## src/rtl/alcp_pkg.sv

```systemverilog
// ----------------------------------------------------------------------------
// alcp_pkg
// Shared types, widths and constants for the audio level color PWM driver.
// ----------------------------------------------------------------------------
`default_nettype none

package alcp_pkg;

   localparam int STORE_DEPTH = 64;
   localparam int SAMPLE_W    = 10;
   localparam int LEVEL_W     = SAMPLE_W - 1;
   localparam int IDX_W       = $clog2(STORE_DEPTH);
   localparam int CNT_W       = $clog2(STORE_DEPTH + 1);
   localparam int SUM_W       = SAMPLE_W + IDX_W;
   localparam int DCNT_W      = $clog2(SUM_W + 1);

   localparam int WIN_W       = 7;
   localparam int TRIG_W      = 10;
   localparam int RISE_W      = 9;
   localparam int DECAY_W     = 10;
   localparam int PERIOD_W    = 9;
   localparam int CMP_W       = (WIN_W > CNT_W) ? WIN_W : CNT_W;

   localparam int CSR_IDX_W   = 3;
   localparam int CSR_DATA_W  = 10;

   localparam int QDEPTH      = 2;
   localparam int QPTR_W      = (QDEPTH > 1) ? $clog2(QDEPTH) : 1;
   localparam int QCNT_W      = $clog2(QDEPTH + 1);

   localparam logic [CSR_IDX_W-1:0] CSR_WINDOW_LEN     = 3'd0;
   localparam logic [CSR_IDX_W-1:0] CSR_TRIGGER_MARGIN = 3'd1;
   localparam logic [CSR_IDX_W-1:0] CSR_RISE_MARGIN    = 3'd2;
   localparam logic [CSR_IDX_W-1:0] CSR_DECAY_INTERVAL = 3'd3;
   localparam logic [CSR_IDX_W-1:0] CSR_PWM_PERIOD     = 3'd4;

   localparam logic [2:0] MODE_R    = 3'd0;
   localparam logic [2:0] MODE_G    = 3'd1;
   localparam logic [2:0] MODE_B    = 3'd2;
   localparam logic [2:0] MODE_RB   = 3'd3;
   localparam logic [2:0] MODE_GB   = 3'd4;
   localparam logic [2:0] MODE_RG   = 3'd5;
   localparam logic [2:0] MODE_RGB  = 3'd6;
   localparam logic [2:0] MODE_LAST = MODE_RGB;

   typedef enum logic {
      OP_SAMPLE = 1'b0,
      OP_TICK   = 1'b1
   } op_type;

   typedef struct packed {
      logic                cmd;
      logic [SAMPLE_W-1:0] sample;
   } req_type;

   typedef struct packed {
      logic                red_on;
      logic                green_on;
      logic                blue_on;
      logic [LEVEL_W-1:0]  red_duty;
      logic [LEVEL_W-1:0]  green_duty;
      logic [LEVEL_W-1:0]  blue_duty;
      logic [2:0]          color_mode;
      logic [LEVEL_W-1:0]  held_level;
      logic [SAMPLE_W-1:0] block_average;
   } rsp_type;

   typedef struct packed {
      op_type              op;
      logic [SAMPLE_W-1:0] sample;
   } op_item_type;

   typedef struct packed {
      logic [WIN_W-1:0]    window_len;
      logic [TRIG_W-1:0]   trigger_margin;
      logic [RISE_W-1:0]   rise_margin;
      logic [DECAY_W-1:0]  decay_interval;
      logic [PERIOD_W-1:0] pwm_period;
   } cfg_type;

   localparam cfg_type CFG_RESET = '{
      window_len:     WIN_W'(35),
      trigger_margin: TRIG_W'(10),
      rise_margin:    RISE_W'(15),
      decay_interval: DECAY_W'(300),
      pwm_period:     PERIOD_W'(127)
   };

   // bit 0 red, bit 1 green, bit 2 blue
   function automatic logic [2:0] mode_mask(input logic [2:0] mode);
      logic [2:0] m;
      unique case (mode)
         MODE_R:  m = 3'b001;
         MODE_G:  m = 3'b010;
         MODE_B:  m = 3'b100;
         MODE_RB: m = 3'b101;
         MODE_GB: m = 3'b110;
         MODE_RG: m = 3'b011;
         default: m = 3'b111;
      endcase
      return m;
   endfunction

endpackage

`default_nettype wire

```

## src/rtl/alcp_front.sv

```systemverilog
// ----------------------------------------------------------------------------
// alcp_front
// Input queue: accepts items, classifies them as sample or tick.
// ----------------------------------------------------------------------------
`default_nettype none

module alcp_front (
   input  wire logic                  clock,
   input  wire logic                  reset,
   input  wire logic                  req_push,
   input  wire alcp_pkg::req_type     req_data,
   output logic                       req_full,
   output logic                       op_valid,
   output alcp_pkg::op_item_type      op_item,
   input  wire logic                  op_pop
);

   alcp_pkg::op_item_type                 q_ff [alcp_pkg::QDEPTH];
   logic [alcp_pkg::QPTR_W-1:0]           wr_ptr_ff, wr_ptr_in;
   logic [alcp_pkg::QPTR_W-1:0]           rd_ptr_ff, rd_ptr_in;
   logic [alcp_pkg::QCNT_W-1:0]           cnt_ff, cnt_in;
   alcp_pkg::op_item_type                 new_item;
   logic                                  do_push;
   logic                                  do_pop;

   function automatic logic [alcp_pkg::QPTR_W-1:0] ptr_next(
      input logic [alcp_pkg::QPTR_W-1:0] p);
      logic [alcp_pkg::QPTR_W-1:0] n;
      if (p == alcp_pkg::QPTR_W'(alcp_pkg::QDEPTH - 1)) begin
         n = '0;
      end else begin
         n = p + alcp_pkg::QPTR_W'(1);
      end
      return n;
   endfunction

   assign req_full = (cnt_ff == alcp_pkg::QCNT_W'(alcp_pkg::QDEPTH));
   assign op_valid = (cnt_ff != '0);
   assign op_item  = q_ff[rd_ptr_ff];
   assign do_push  = req_push && !req_full;
   assign do_pop   = op_pop && op_valid;

   always_comb begin
      new_item.op     = req_data.cmd ? alcp_pkg::OP_TICK : alcp_pkg::OP_SAMPLE;
      new_item.sample = req_data.sample;
      wr_ptr_in = do_push ? ptr_next(wr_ptr_ff) : wr_ptr_ff;
      rd_ptr_in = do_pop  ? ptr_next(rd_ptr_ff) : rd_ptr_ff;
      cnt_in    = cnt_ff + alcp_pkg::QCNT_W'(do_push) - alcp_pkg::QCNT_W'(do_pop);
   end

   always_ff @(posedge clock) begin
      if (reset) begin
         wr_ptr_ff <= '0;
         rd_ptr_ff <= '0;
         cnt_ff    <= '0;
      end else begin
         wr_ptr_ff <= wr_ptr_in;
         rd_ptr_ff <= rd_ptr_in;
         cnt_ff    <= cnt_in;
      end
      if (do_push) begin
         q_ff[wr_ptr_ff] <= new_item;
      end
   end

endmodule

`default_nettype wire

```

## src/rtl/alcp_back.sv

```systemverilog
// ----------------------------------------------------------------------------
// alcp_back
// Executes samples and ticks: peak hold, decay, color mode, window average
// (sample store sweep plus serial divider) and three-channel PWM.
// ----------------------------------------------------------------------------
`default_nettype none

module alcp_back (
   input  wire logic                  clock,
   input  wire logic                  reset,
   input  wire alcp_pkg::cfg_type     cfg,
   input  wire logic                  op_valid,
   input  wire alcp_pkg::op_item_type op_item,
   output logic                       op_pop,
   input  wire logic                  rsp_busy,
   output logic                       rsp_push,
   output alcp_pkg::rsp_type          rsp_item
);

   typedef enum logic [1:0] {
      ST_IDLE,
      ST_EXEC,
      ST_SUM,
      ST_DIV
   } state_type;

   localparam int SW = alcp_pkg::SAMPLE_W;
   localparam int LW = alcp_pkg::LEVEL_W;
   localparam int DW = alcp_pkg::DECAY_W;
   localparam int PW = alcp_pkg::PERIOD_W;
   localparam int UW = alcp_pkg::SUM_W;
   localparam int CW = alcp_pkg::CNT_W;
   localparam int IW = alcp_pkg::IDX_W;

   state_type                       state_ff, state_in;
   logic                            pend_ff, pend_in;
   logic [IW-1:0]                   wi_ff, wi_in;
   logic [SW-1:0]                   avg_ff, avg_in;
   logic [LW-1:0]                   level_ff, level_in;
   logic [2:0]                      mode_ff, mode_in;
   logic [DW-1:0]                   dc_ff, dc_in;
   logic [PW-1:0]                   tc_ff, tc_in;
   logic [2:0][LW-1:0]              lat_ff, lat_in;
   logic [2:0]                      led_ff, led_in;
   logic [CW-1:0]                   idx_ff, idx_in;
   logic                            rd_vld_ff, rd_vld_in;
   logic [alcp_pkg::DCNT_W-1:0]     dcnt_ff, dcnt_in;
   alcp_pkg::op_item_type           item_ff, item_in;
   logic [UW-1:0]                   sum_ff, sum_in;
   logic [CW-1:0]                   rem_ff, rem_in;

   logic [SW-1:0]                   mem [alcp_pkg::STORE_DEPTH];
   logic [SW-1:0]                   rd_data_ff;
   logic [IW-1:0]                   rd_addr;
   logic                            mem_we;

   logic [CW-1:0]                   len;
   logic [alcp_pkg::CMP_W-1:0]      wl_ext;
   logic [2:0]                      mask;
   logic [2:0][LW-1:0]              tgt;
   logic [DW:0]                     dc_nxt;
   logic                            wrap;
   logic                            peak;
   logic                            raise;
   logic [LW-1:0]                   half;
   logic [LW-1:0]                   lvl_pk;
   logic [CW-1:0]                   wi_nxt;
   logic [PW:0]                     tc_nxt;
   logic                            per_hit;
   logic [PW-1:0]                   tc_new;
   logic [2:0][LW-1:0]              lat_new;
   logic [2:0]                      led_new;
   logic [CW:0]                     shv;
   logic                            ge;
   logic [CW:0]                     diff;
   logic [UW-1:0]                   quo_nxt;

   always_comb begin
      wl_ext = alcp_pkg::CMP_W'(cfg.window_len);
      if (wl_ext == '0) begin
         len = CW'(1);
      end else if (wl_ext > alcp_pkg::CMP_W'(alcp_pkg::STORE_DEPTH)) begin
         len = CW'(alcp_pkg::STORE_DEPTH);
      end else begin
         len = CW'(wl_ext);
      end
   end

   always_comb begin
      mask = alcp_pkg::mode_mask(mode_ff);
      for (int c = 0; c < 3; c++) begin
         tgt[c] = mask[c] ? level_ff : '0;
      end
   end

   always_comb begin
      rsp_item.red_on        = led_ff[0];
      rsp_item.green_on      = led_ff[1];
      rsp_item.blue_on       = led_ff[2];
      rsp_item.red_duty      = tgt[0];
      rsp_item.green_duty    = tgt[1];
      rsp_item.blue_duty     = tgt[2];
      rsp_item.color_mode    = mode_ff;
      rsp_item.held_level    = level_ff;
      rsp_item.block_average = avg_ff;
   end

   // sample path
   always_comb begin
      dc_nxt = {1'b0, dc_ff} + (DW+1)'(1);
      wrap   = dc_nxt > {1'b0, cfg.decay_interval};
      peak   = {1'b0, item_ff.sample} > ({1'b0, avg_ff} + (SW+1)'(cfg.trigger_margin));
      half   = item_ff.sample[SW-1:1];
      raise  = peak && ({1'b0, half} > ({1'b0, level_ff} + (LW+1)'(cfg.rise_margin)));
      lvl_pk = raise ? half : level_ff;
      wi_nxt = CW'(wi_ff) + CW'(1);
   end

   // tick path
   always_comb begin
      tc_nxt  = {1'b0, tc_ff} + (PW+1)'(1);
      per_hit = tc_nxt >= {1'b0, cfg.pwm_period};
      tc_new  = per_hit ? '0 : tc_nxt[PW-1:0];
      for (int c = 0; c < 3; c++) begin
         lat_new[c] = per_hit ? tgt[c] : lat_ff[c];
         led_new[c] = (per_hit && (tgt[c] != '0)) ? 1'b1 : led_ff[c];
         if (lat_new[c] == LW'(tc_new)) begin
            led_new[c] = 1'b0;
         end
      end
   end

   // restoring divide step
   always_comb begin
      shv     = {rem_ff, sum_ff[UW-1]};
      ge      = shv >= (CW+1)'(len);
      diff    = shv - (CW+1)'(len);
      quo_nxt = {sum_ff[UW-2:0], ge};
   end

   assign rd_addr = idx_ff[IW-1:0];

   always_comb begin
      state_in  = state_ff;
      pend_in   = pend_ff;
      wi_in     = wi_ff;
      avg_in    = avg_ff;
      level_in  = level_ff;
      mode_in   = mode_ff;
      dc_in     = dc_ff;
      tc_in     = tc_ff;
      lat_in    = lat_ff;
      led_in    = led_ff;
      idx_in    = idx_ff;
      dcnt_in   = dcnt_ff;
      item_in   = item_ff;
      sum_in    = sum_ff;
      rem_in    = rem_ff;
      rd_vld_in = 1'b0;
      rsp_push  = 1'b0;
      op_pop    = 1'b0;
      mem_we    = 1'b0;
      unique case (state_ff)
         ST_IDLE: begin
            if (pend_ff && !rsp_busy) begin
               rsp_push = 1'b1;
               pend_in  = 1'b0;
            end
            if (op_valid && (!pend_ff || !rsp_busy)) begin
               op_pop   = 1'b1;
               item_in  = op_item;
               state_in = ST_EXEC;
            end
         end
         ST_EXEC: begin
            if (item_ff.op == alcp_pkg::OP_SAMPLE) begin
               mem_we   = 1'b1;
               dc_in    = wrap ? '0 : dc_nxt[DW-1:0];
               level_in = lvl_pk;
               if (wrap) begin
                  if (lvl_pk == '0) begin
                     mode_in = (mode_ff >= alcp_pkg::MODE_LAST) ? alcp_pkg::MODE_R
                                                                : mode_ff + 3'd1;
                  end else begin
                     level_in = lvl_pk - LW'(1);
                  end
               end
               if (wi_nxt >= len) begin
                  wi_in    = '0;
                  idx_in   = '0;
                  sum_in   = '0;
                  state_in = ST_SUM;
               end else begin
                  wi_in    = wi_nxt[IW-1:0];
                  pend_in  = 1'b1;
                  state_in = ST_IDLE;
               end
            end else begin
               tc_in    = tc_new;
               lat_in   = lat_new;
               led_in   = led_new;
               pend_in  = 1'b1;
               state_in = ST_IDLE;
            end
         end
         ST_SUM: begin
            if (rd_vld_ff) begin
               sum_in = sum_ff + UW'(rd_data_ff);
            end
            if (idx_ff == len) begin
               rem_in   = '0;
               dcnt_in  = alcp_pkg::DCNT_W'(UW);
               state_in = ST_DIV;
            end else begin
               rd_vld_in = 1'b1;
               idx_in    = idx_ff + CW'(1);
            end
         end
         ST_DIV: begin
            rem_in  = ge ? diff[CW-1:0] : shv[CW-1:0];
            sum_in  = quo_nxt;
            dcnt_in = dcnt_ff - alcp_pkg::DCNT_W'(1);
            if (dcnt_ff == alcp_pkg::DCNT_W'(1)) begin
               avg_in   = quo_nxt[SW-1:0];
               pend_in  = 1'b1;
               state_in = ST_IDLE;
            end
         end
         default: begin
            state_in = ST_IDLE;
         end
      endcase
   end

   always_ff @(posedge clock) begin
      if (reset) begin
         state_ff  <= ST_IDLE;
         pend_ff   <= 1'b0;
         wi_ff     <= '0;
         avg_ff    <= '0;
         level_ff  <= '0;
         mode_ff   <= '0;
         dc_ff     <= '0;
         tc_ff     <= '0;
         lat_ff    <= '0;
         led_ff    <= '0;
         idx_ff    <= '0;
         rd_vld_ff <= 1'b0;
         dcnt_ff   <= '0;
      end else begin
         state_ff  <= state_in;
         pend_ff   <= pend_in;
         wi_ff     <= wi_in;
         avg_ff    <= avg_in;
         level_ff  <= level_in;
         mode_ff   <= mode_in;
         dc_ff     <= dc_in;
         tc_ff     <= tc_in;
         lat_ff    <= lat_in;
         led_ff    <= led_in;
         idx_ff    <= idx_in;
         rd_vld_ff <= rd_vld_in;
         dcnt_ff   <= dcnt_in;
      end
      item_ff <= item_in;
      sum_ff  <= sum_in;
      rem_ff  <= rem_in;
   end

   always_ff @(posedge clock) begin
      if (mem_we) begin
         mem[wi_ff] <= item_ff.sample;
      end
      rd_data_ff <= mem[rd_addr];
   end

endmodule

`default_nettype wire

```

## src/rtl/alcp_rsp_reg.sv

```systemverilog
// ----------------------------------------------------------------------------
// alcp_rsp_reg
// Output register holding one finished result until it is popped.
// ----------------------------------------------------------------------------
`default_nettype none

module alcp_rsp_reg (
   input  wire logic              clock,
   input  wire logic              reset,
   input  wire logic              push,
   input  wire alcp_pkg::rsp_type push_data,
   output logic                   busy,
   output logic                   rsp_empty,
   input  wire logic              rsp_pop,
   output alcp_pkg::rsp_type      rsp_data
);

   logic              vld_ff, vld_in;
   alcp_pkg::rsp_type data_ff, data_in;

   assign busy      = vld_ff;
   assign rsp_empty = !vld_ff;
   assign rsp_data  = data_ff;

   always_comb begin
      vld_in  = vld_ff;
      data_in = data_ff;
      if (push) begin
         vld_in  = 1'b1;
         data_in = push_data;
      end else if (rsp_pop) begin
         vld_in  = 1'b0;
      end
   end

   always_ff @(posedge clock) begin
      if (reset) begin
         vld_ff <= 1'b0;
      end else begin
         vld_ff <= vld_in;
      end
      data_ff <= data_in;
   end

endmodule

`default_nettype wire

```

## src/rtl/audio_level_color_pwm_driver_top.sv

```systemverilog
// ----------------------------------------------------------------------------
// audio_level_color_pwm_driver_top
// Audio peak-level to RGB PWM driver with queue-style item ports.
// ----------------------------------------------------------------------------
// Each item (sample or PWM tick) yields one result. A sample that closes
// the averaging window also averages the sample store, len being the
// effective window length: the store is summed one entry per cycle through
// its single read port, then divided one quotient bit per cycle.
// Up to two items queue at the input and one result waits at the output.
// Registers are written through the csr_ port. The user must write them only
// while the block is idle; the block itself does not enforce this.
// ----------------------------------------------------------------------------
`default_nettype none

module audio_level_color_pwm_driver_top (
   input  wire logic                              clock,
   input  wire logic                              reset,
   input  wire logic                              req_push,
   input  wire alcp_pkg::req_type                 req_data,
   output logic                                   req_full,
   output logic                                   rsp_empty,
   input  wire logic                              rsp_pop,
   output alcp_pkg::rsp_type                      rsp_data,
   input  wire logic                              csr_valid,
   output logic                                   csr_ready,
   input  wire logic [alcp_pkg::CSR_IDX_W-1:0]    csr_index,
   input  wire logic [alcp_pkg::CSR_DATA_W-1:0]   csr_data
);

   alcp_pkg::cfg_type     cfg_ff, cfg_in;
   logic                  op_valid;
   alcp_pkg::op_item_type op_item;
   logic                  op_pop;
   logic                  rsp_busy;
   logic                  rsp_push;
   alcp_pkg::rsp_type     rsp_item;

   assign csr_ready = 1'b1;

   always_comb begin
      cfg_in = cfg_ff;
      if (csr_valid && csr_ready) begin
         unique case (csr_index)
            alcp_pkg::CSR_WINDOW_LEN:
               cfg_in.window_len = csr_data[alcp_pkg::WIN_W-1:0];
            alcp_pkg::CSR_TRIGGER_MARGIN:
               cfg_in.trigger_margin = csr_data[alcp_pkg::TRIG_W-1:0];
            alcp_pkg::CSR_RISE_MARGIN:
               cfg_in.rise_margin = csr_data[alcp_pkg::RISE_W-1:0];
            alcp_pkg::CSR_DECAY_INTERVAL:
               cfg_in.decay_interval = csr_data[alcp_pkg::DECAY_W-1:0];
            alcp_pkg::CSR_PWM_PERIOD:
               cfg_in.pwm_period = csr_data[alcp_pkg::PERIOD_W-1:0];
            default: begin
            end
         endcase
      end
   end

   always_ff @(posedge clock) begin
      if (reset) begin
         cfg_ff <= alcp_pkg::CFG_RESET;
      end else begin
         cfg_ff <= cfg_in;
      end
   end

   alcp_front u_front (
      .clock    (clock),
      .reset    (reset),
      .req_push (req_push),
      .req_data (req_data),
      .req_full (req_full),
      .op_valid (op_valid),
      .op_item  (op_item),
      .op_pop   (op_pop)
   );

   alcp_back u_back (
      .clock    (clock),
      .reset    (reset),
      .cfg      (cfg_ff),
      .op_valid (op_valid),
      .op_item  (op_item),
      .op_pop   (op_pop),
      .rsp_busy (rsp_busy),
      .rsp_push (rsp_push),
      .rsp_item (rsp_item)
   );

   alcp_rsp_reg u_rsp (
      .clock     (clock),
      .reset     (reset),
      .push      (rsp_push),
      .push_data (rsp_item),
      .busy      (rsp_busy),
      .rsp_empty (rsp_empty),
      .rsp_pop   (rsp_pop),
      .rsp_data  (rsp_data)
   );

endmodule

`default_nettype wire

```

## config.mk

```make
export PLATFORM = sky130hd
export DESIGN_NAME = audio_level_color_pwm_driver_top
export DESIGN_NICKNAME = d
export VERILOG_FILES = /design/src/rtl/alcp_pkg.sv /design/src/rtl/alcp_front.sv /design/src/rtl/alcp_back.sv /design/src/rtl/alcp_rsp_reg.sv /design/src/rtl/audio_level_color_pwm_driver_top.sv
export SDC_FILE = /design/constraint.sdc
export NUM_CORES = 1
export LEC_CHECK = 0
export ABC_AREA = 1
export BUFFER_PORTS_ARGS = -buffer_cell sky130_fd_sc_hd__buf_2
export CORE_MARGIN = 8
export CORE_UTILIZATION = 43
export CTS_BUF_LIST = sky130_fd_sc_hd__clkbuf_8
export DETAILED_ROUTE_END_ITERATION = 12
export SETUP_SLACK_MARGIN = 0.15
export SYNTH_ARGS = -nofsm -noshare
export SYNTH_HDL_FRONTEND = slang
export SYNTH_HIERARCHICAL = 1
export SYNTH_SLANG_ARGS = --single-unit
```

## constraint.sdc

```tcl
create_clock -name clock -period 7.2 [get_ports clock]
set_clock_uncertainty 0.2 [all_clocks]
set_input_delay 0.72 -clock clock [delete_from_list [all_inputs] [get_ports clock]]
set_output_delay 0.72 -clock clock [all_outputs]
set_load 0.02 [all_outputs]
```

=== Yosys cells after proc, flatten, opt, wreduce, memory -nomap -nowiden ===
Memories as Yosys holds them, arrays and structs flattened. A register that Yosys moved wholly into a read port is not among the register bits.
Index checks and enable logic that the tools add are counted.

* Bits in registers: 218
* RAM bits: 662
* Input port bits: 29
* Output and inout bits: 55
* Logic and storage cells: 201
* Memories: 2

{| class="wikitable"
|+ Memories
! memory !! words !! bits a word !! read ports !! clocked after Yosys merged registers in !! write ports !! line !! RTL
|-
| u_back.mem || 64 || 10 || 1 || 1 || 1 || alcp_back.sv:52 || <nowiki>logic [SW-1:0] mem [alcp_pkg::STORE_DEPTH];</nowiki>
|-
| u_front.q_ff || 2 || 11 || 1 || 1 || 1 || alcp_front.sv:18 || <nowiki>alcp_pkg::op_item_type q_ff [alcp_pkg::QDEPTH];</nowiki>
|}

* $add $sub $neg: 15
* Order comparisons: 8
* Equal/unequal tests: 27
* Muxes and demuxes: 62
* Bitwise gates (word level): 2
* Reduce and logical (&&, ||, !) cells: 48

{| class="wikitable"
|+ Operators with widths
! operator !! number
|-
| $mux W9 || 10
|-
| $mux W7 || 7
|-
| $mux W16 || 3
|-
| $pmux W16 S3 || 1
|-
| $pmux W7 S2 || 2
|-
| $eq A9 B9 Y1 || 3
|-
| $reduce_bool A9 Y1 || 3
|-
| $mux W1 || 26
|-
| $reduce_and A2 Y1 || 10
|-
| $pmux W3 S6 || 1
|-
| $add A16 B10 Y16 || 1
|-
| $reduce_and A4 Y1 || 4
|-
| $reduce_bool A2 Y1 || 7
|-
| $eq A3 B2 Y1 const B || 4
|-
| $ne A2 B1 Y1 const B || 6
|-
| $reduce_and A3 Y1 || 4
|-
| $add A10 B1 Y11 const B || 1
|-
| $add A10 B10 Y11 || 1
|-
| $gt A10 B11 Y1 || 1
|-
| $gt A11 B10 Y1 || 1
|-
| $add A9 B1 Y10 const B || 1
|-
| $add A9 B9 Y10 || 1
|-
| $ge A10 B9 Y1 || 1
|-
| $gt A9 B10 Y1 || 1
|-
| other kinds (39) || 62
|}

=== Logic depth before layout (Yosys ltp) ===
* Word-level depth: 7
* Mapped depth: 33
* Mapped depth without buffers: 32

=== By module ===
The synthesis kept the hierarchy.

{| class="wikitable"
|+ By module, submodules not included
! module !! instances !! cells an instance !! area an instance (µm²) !! sequential area each (µm²)
|-
| alcp_back || 1 || 3191 || 34534.4 || 22301.4
|-
| audio_level_color_pwm_driver_top || 1 || 250 || 1765.4 || 900.9
|-
| alcp_rsp_reg || 1 || 58 || 1605.3 || 1581.5
|-
| alcp_front || 1 || 73 || 1084.8 || 760.7
|}

=== Worst setup path after synthesis ===
No wires, ideal clock.

* Kind: register to register
* From: reg u_back.state_ff[0]
* To: reg u_rsp.vld_ff, in the netlist u_rsp/busy
* Setup time: 0.076 ns
* Arrival time: 4.727 ns
* Required time: 6.924 ns
* Setup slack: 2.197 ns
* Stages on the path, launching flop included: 7
* Buffers on the path: 1
* Clock period less this slack: 5.003 ns
* Path through: dfxtp_1 -> clkbuf_1 -> nor2_1 -> inv_1 -> nor3_1 -> inv_1 -> a21oi_2

* Longest elaborated chain between the ends: 3
* Elaborated cells on any way between the ends: 4
* Classes of those cells: 2 x mux; 2 x reduce/logical

{| class="wikitable"
|+ Ends and longest elaborated chain
! what !! line !! RTL
|-
| start, declared || alcp_back.sv:35 || <nowiki>state_type state_ff, state_in;</nowiki>
|-
| start signal, assigned || alcp_back.sv:251 || <nowiki>state_ff <= state_in;</nowiki>
|-
| $logic_not A2 Y1 (*) || alcp_back.sv:163 || <nowiki>unique case (state_ff)</nowiki>
|-
| $mux W1 (*) || alcp_back.sv:163 ||
|-
| named net rsp_push || audio_level_color_pwm_driver_top.sv:35 || <nowiki>logic rsp_push;</nowiki>
|-
| $mux W1 or $reduce_bool A2 Y1 (tied branches) || - ||
|-
| end signal, assigned || alcp_rsp_reg.sv:40 || <nowiki>vld_ff <= vld_in;</nowiki>
|-
| end, declared || alcp_rsp_reg.sv:18 || <nowiki>logic vld_ff, vld_in;</nowiki>
|}

The timed path passes the listed nets; every way through them passes the cells marked *.
A chain may end at the register's enable or synchronous reset.

=== Final worst setup path ===
* From: reg u_back.level_ff[1]
* To: reg u_back.level_ff[1]

* Longest elaborated chain between the ends: 7
* Elaborated cells on any way between the ends: 8
* Classes of those cells: 2 x add/sub; 1 x order compare; 3 x mux; 2 x reduce/logical

{| class="wikitable"
|+ Ends and longest elaborated chain
! what !! line !! RTL
|-
| start, declared || alcp_back.sv:39 || <nowiki>logic [LW-1:0] level_ff, level_in;</nowiki>
|-
| start signal, assigned || alcp_back.sv:255 || <nowiki>level_ff <= level_in;</nowiki>
|-
| $add A9 B9 Y10 || alcp_back.sv:114 || <nowiki>raise = peak && ({1'b0, half} > ({1'b0, level_ff} + (LW+1)'(cfg.rise_margin)));</nowiki>
|-
| $gt A9 B10 Y1 || alcp_back.sv:114 ||
|-
| $logic_and A1 B1 Y1 || alcp_back.sv:114 ||
|-
| $mux W9 (*) || alcp_back.sv:115 || <nowiki>lvl_pk = raise ? half : level_ff;</nowiki>
|-
| $sub A9 B1 Y9 or $logic_not A9 Y1 (tied branches) || alcp_back.sv:185, alcp_back.sv:181 ||
|-
| $mux W9 || alcp_back.sv:181 || <nowiki>if (lvl_pk == '0) begin</nowiki>
|-
| $mux W9 (*) || alcp_back.sv:180 || <nowiki>if (wrap) begin</nowiki>
|}

Every way passes the cells marked *; elsewhere a longest branch is shown, timed or not.

==> results.txt <==
* Run status: complete, no violations
* DRT antenna net count: 0
* Residual DRC count: 0
* Synth Warn #: 6
* Combinational family with the most area after synthesis: simple AND/OR/NAND/NOR gates
- Netlist Area Pre-Place: ~0.04 mm²
* Data required, critical path: 7690 ps
- Measured along the y axis, the die boundary spans 317 µm.
* Number of endpoints with negative hold slack in the final report: 0
* Total congestion overflow: 0
* Via count of the first global-routing pass: 25900
- After routing, the total negative slack on setup checks comes to 0 ps.
- List of most frequent post-synthesis cells: edfxtp_1, nor2_1, nand2_1, o21ai_0, inv_1
* Overall track demand over capacity in global routing: 0.203
* Depth of the worst register-to-register path: 27
- Number of flops mapped to enable cells by yosys: about 750
- Std cell rows: 110
* Effective utilization at floorplan: 0.433
* Fraction of final layout cells with drive strength greater than 1: 0.100
- A synthesized cell averages 10.9 µm².
- #FFs+latches synth: 902
* Top-Level Pins: 84
- Total Wirelength: 104000 µm
- Across the run, the number of max-cap violations was 0.
- Relative slew slack: 0.174
- For this design, the slowest cell found on the critical path is fa_1.
* Clock tree from TritonCTS: built
- The core region is 0.0900 mm².
- Setup repair after global routing missed its margin: false
* Fraction of registers with async set or reset after synthesis: 0
- The number of max-slew violations in the final report is 0.
- After detailed routing, the number of vias per cell comes to 5.50.
- Largest net degree at the start of global routing: approximately 170
- TritonCTS buffer count: approximately 150
- Of all nets on the critical path, the largest fanout is 16.
* Most frequently used flop master after synthesis: edfxtp_1
- Synthesis produced a netlist whose cell count is 3572.
- Grt peak-use layer: met2
- Antenna violations before repair: 4
* Die outline area: 0.101 mm²
- The detailed router placed approximately 27000 vias in this run.
- In this run, the number of DRC markers left after iteration 0 of detailed routing was roughly 2500.
- Global routing met3 resource utilization: 0.0456
* Met2 Usage GRT: 0.319
* Launching element type of the critical path: flip-flop
* Actual transition at the worst max-transition pin: about 1200 ps
* Area growth from synthesis to final layout: 11.7%
- The congestion estimate from routability-driven global placement came to roughly 0.86.
- Most frequent cell after synthesis: edfxtp_1
- Hpwl dp: 62500 µm
- Critical Path End Type: flip-flop
- The post-synthesis compound-gate area fraction is 0.119.
- Setup slack of the worst register-to-register path: around 2100 ps
- Worst IR Drop VDD: 0.215 mV
- Cell type with the highest occurrence count on the critical path: nand2_1
- Class of the tightest hold or removal check: input pin to flip-flop
- Worst path arrival time: 5600 ps
- Net count after synthesis: 3700
- The clock net in this run drives a total of 902 sinks.
- The floorplan step set the die width to ~320 µm.
* CTS clk-pin slew, worst paths: 60 ps
- Subtracting the final worst setup slack from the clock period gives 5110 ps.
- Of the total synthesized cell area, the portion taken by AND, OR, NAND and NOR gates is 0.139.
- Type of the worst setup path: flip-flop to flip-flop
* Area share of the largest cell type after synthesis: 0.576
* Number of nets in the layout: 3821
- Number of buffer cells added on primary ports: just over 80
* Global-route wire length before repair: 157000 µm
- Dividing the detail-routed wire length by the instance count gives 20.9 µm.
* Mux contribution to synthesized area: 0.00414
* Number of failing setup endpoints in the final timing report: 0
- Dividing total power by cell area gives a power density of 306 mW/mm².
- CTS H-tree depth: 4
- Final cycle utilization of the critical path: 0.709
- For the worst-skew pair, the clock arrives at the later sink with an insertion delay of 840 ps.
- Post-Synth Adder-Cell Area: 0.0325
- The tree is rooted in a clkbuf_8.
- Final Total Pwr: 13.3 mW
- For this run, the register share of the synthesized area comes to 0.655.
- In this run the static leakage power is 15.8 nW.
- The synthesized netlist contains 54 unique library cells.
* GR met1 Demand/Resource: 0.275
- Highest clock rate: about 200 MHz
* Slowest stage delay, CP: 480 ps
- Area contributors post-synth: edfxtp_1, dfxtp_1, nor2_1
- Clock Path Buffers: 3
- Top cell type by total area after synthesis: edfxtp_1
- The worst hold path was traced through 5 stages.
* Detailed-router iteration count before antenna repair: 7
- Of the total synthesized cell area, the portion taken by XOR and XNOR cells is 0.0103.
==> cell families (layout without fill, tap and decap cells) <==
logic type | after synthesis | in the layout
simple gates | 1318 | 1318
xor+xnor | 46 | 46
buf+inv | 395 | 637
fa+ha+maj | 99 | 99
mux | 11 | 11
compound gates | 800 | 800
flops | 902 | 902
other cells | 1 | 4
==> path summary, 6_finish.rpt <==
path | endpoint | startpoint
min reg2reg | u_rsp/rsp_data[50] | u_back/led_ff[1]
max reg2reg | u_back/level_ff[1] | u_back/level_ff[1]
min | cfg_ff[35] | csr_data[7]
max | u_back/level_ff[1] | u_back/level_ff[1]
==> report_power, final <==
group          internal, mW  leakage [nW]  switching, mW
logic                 0.651          6.16           1.75
registers              6.40          8.00          0.232
clock network          2.18          1.66           2.11
==> layout make-up <==
class | instances | area [µm²]
Sequential cell | 902 | 25600
Tap cell | 1176 | 1470
Fill cell | 8345 | 46500
Antenna cell | 3 | 7.51
Clock inverter | 115 | 621
Clock buffer | 162 | 2230
Timing Repair Buffer | 143 | 953
Inverter | 217 | 825
Multi-Input combinational cell | 2275 | 11900
==> registers in the layout, summed over array words and instances, names as in the netlist, 9 cells and up, named ones only <==
signal             count
u_back/mem           640
u_back/half            9
cfg_ff                45
u_back/tc_ff           9
u_rsp/rsp_data        52
u_front/q_ff          22
u_back/rd_data_ff     10
u_back/level_ff        9
u_back/dc_ff          10
u_back/sum_ff         16
u_back/avg_ff         10
u_back/lat_ff         27
==> stage by stage <==
stage / hold WS [ps] / worst slack [ps] / util / std cells / cell area, µm²
floorplan: 203 / 2200 / - / 3572 / 39000
global placement: 219 / 2260 / 0.449 / 4689 / 40500
detailed placement: 229 / 2140 / 0.449 / 4689 / 40500
CTS: 47.1 / 2130 / 0.484 / 4990 / 43500
global route: 83.9 / 1640 / 0.484 / 4992 / 43600
finish: 122 / 2090 / 0.484 / 4993 / 43600
==> placed cells by master (no fill, tap or decap), types with 15 or more instances in the layout <==
| cell type | Yosys | routed |
|---|---|---|
| xor2_1 | 34 | 34 |
| o22ai_1 | 95 | 95 |
| o221ai_1 | 70 | 70 |
| nand3_1 | 152 | 152 |
| dlygate4sd3_1 | 0 | 24 |
| clkbuf_8 | 0 | 162 |
| nand4_1 | 30 | 30 |
| buf_4 | 5 | 35 |
| a31oi_1 | 18 | 18 |
| o21ai_0 | 412 | 412 |
| a211oi_1 | 15 | 15 |
| clkinv_1 | 6 | 30 |
| a21oi_1 | 129 | 129 |
| ha_1 | 95 | 95 |
| nor2_1 | 610 | 609 |
| nand2_1 | 468 | 468 |
| inv_1 | 207 | 264 |
| edfxtp_1 | 748 | 748 |
| dfxtp_1 | 154 | 151 |
| buf_2 | 19 | 82 |
| o211ai_1 | 17 | 17 |
==> per-layer routing <==
| metal | wire [µm] | part of all wire |
|---|---|---|
| met1 | 45200 | 0.43 |
| met2 | 48100 | 0.46 |
| met3 | 7700 | 0.074 |
| met4 | 3180 | 0.031 |
| met5 | 13 | 0.00012 |
==> what timing repair did <==
action / in CTS / in global routing
resized for setup: 0 / 0
endpoints found under the hold margin: 50 / 0
setup buffers: 0 / 0
hold buffers: 24 / 0
==> worst max-delay path, delay by kind of cell, from the launching register on <==
family	cells	cell delay, ps
compound gates	6	1020
simple gates	16	1940
fa+ha+maj	3	1050
buf+inv	1	190
xor+xnor	1	140
flops	1	410
No activity file was read; power rests on OpenSTA's default activity.
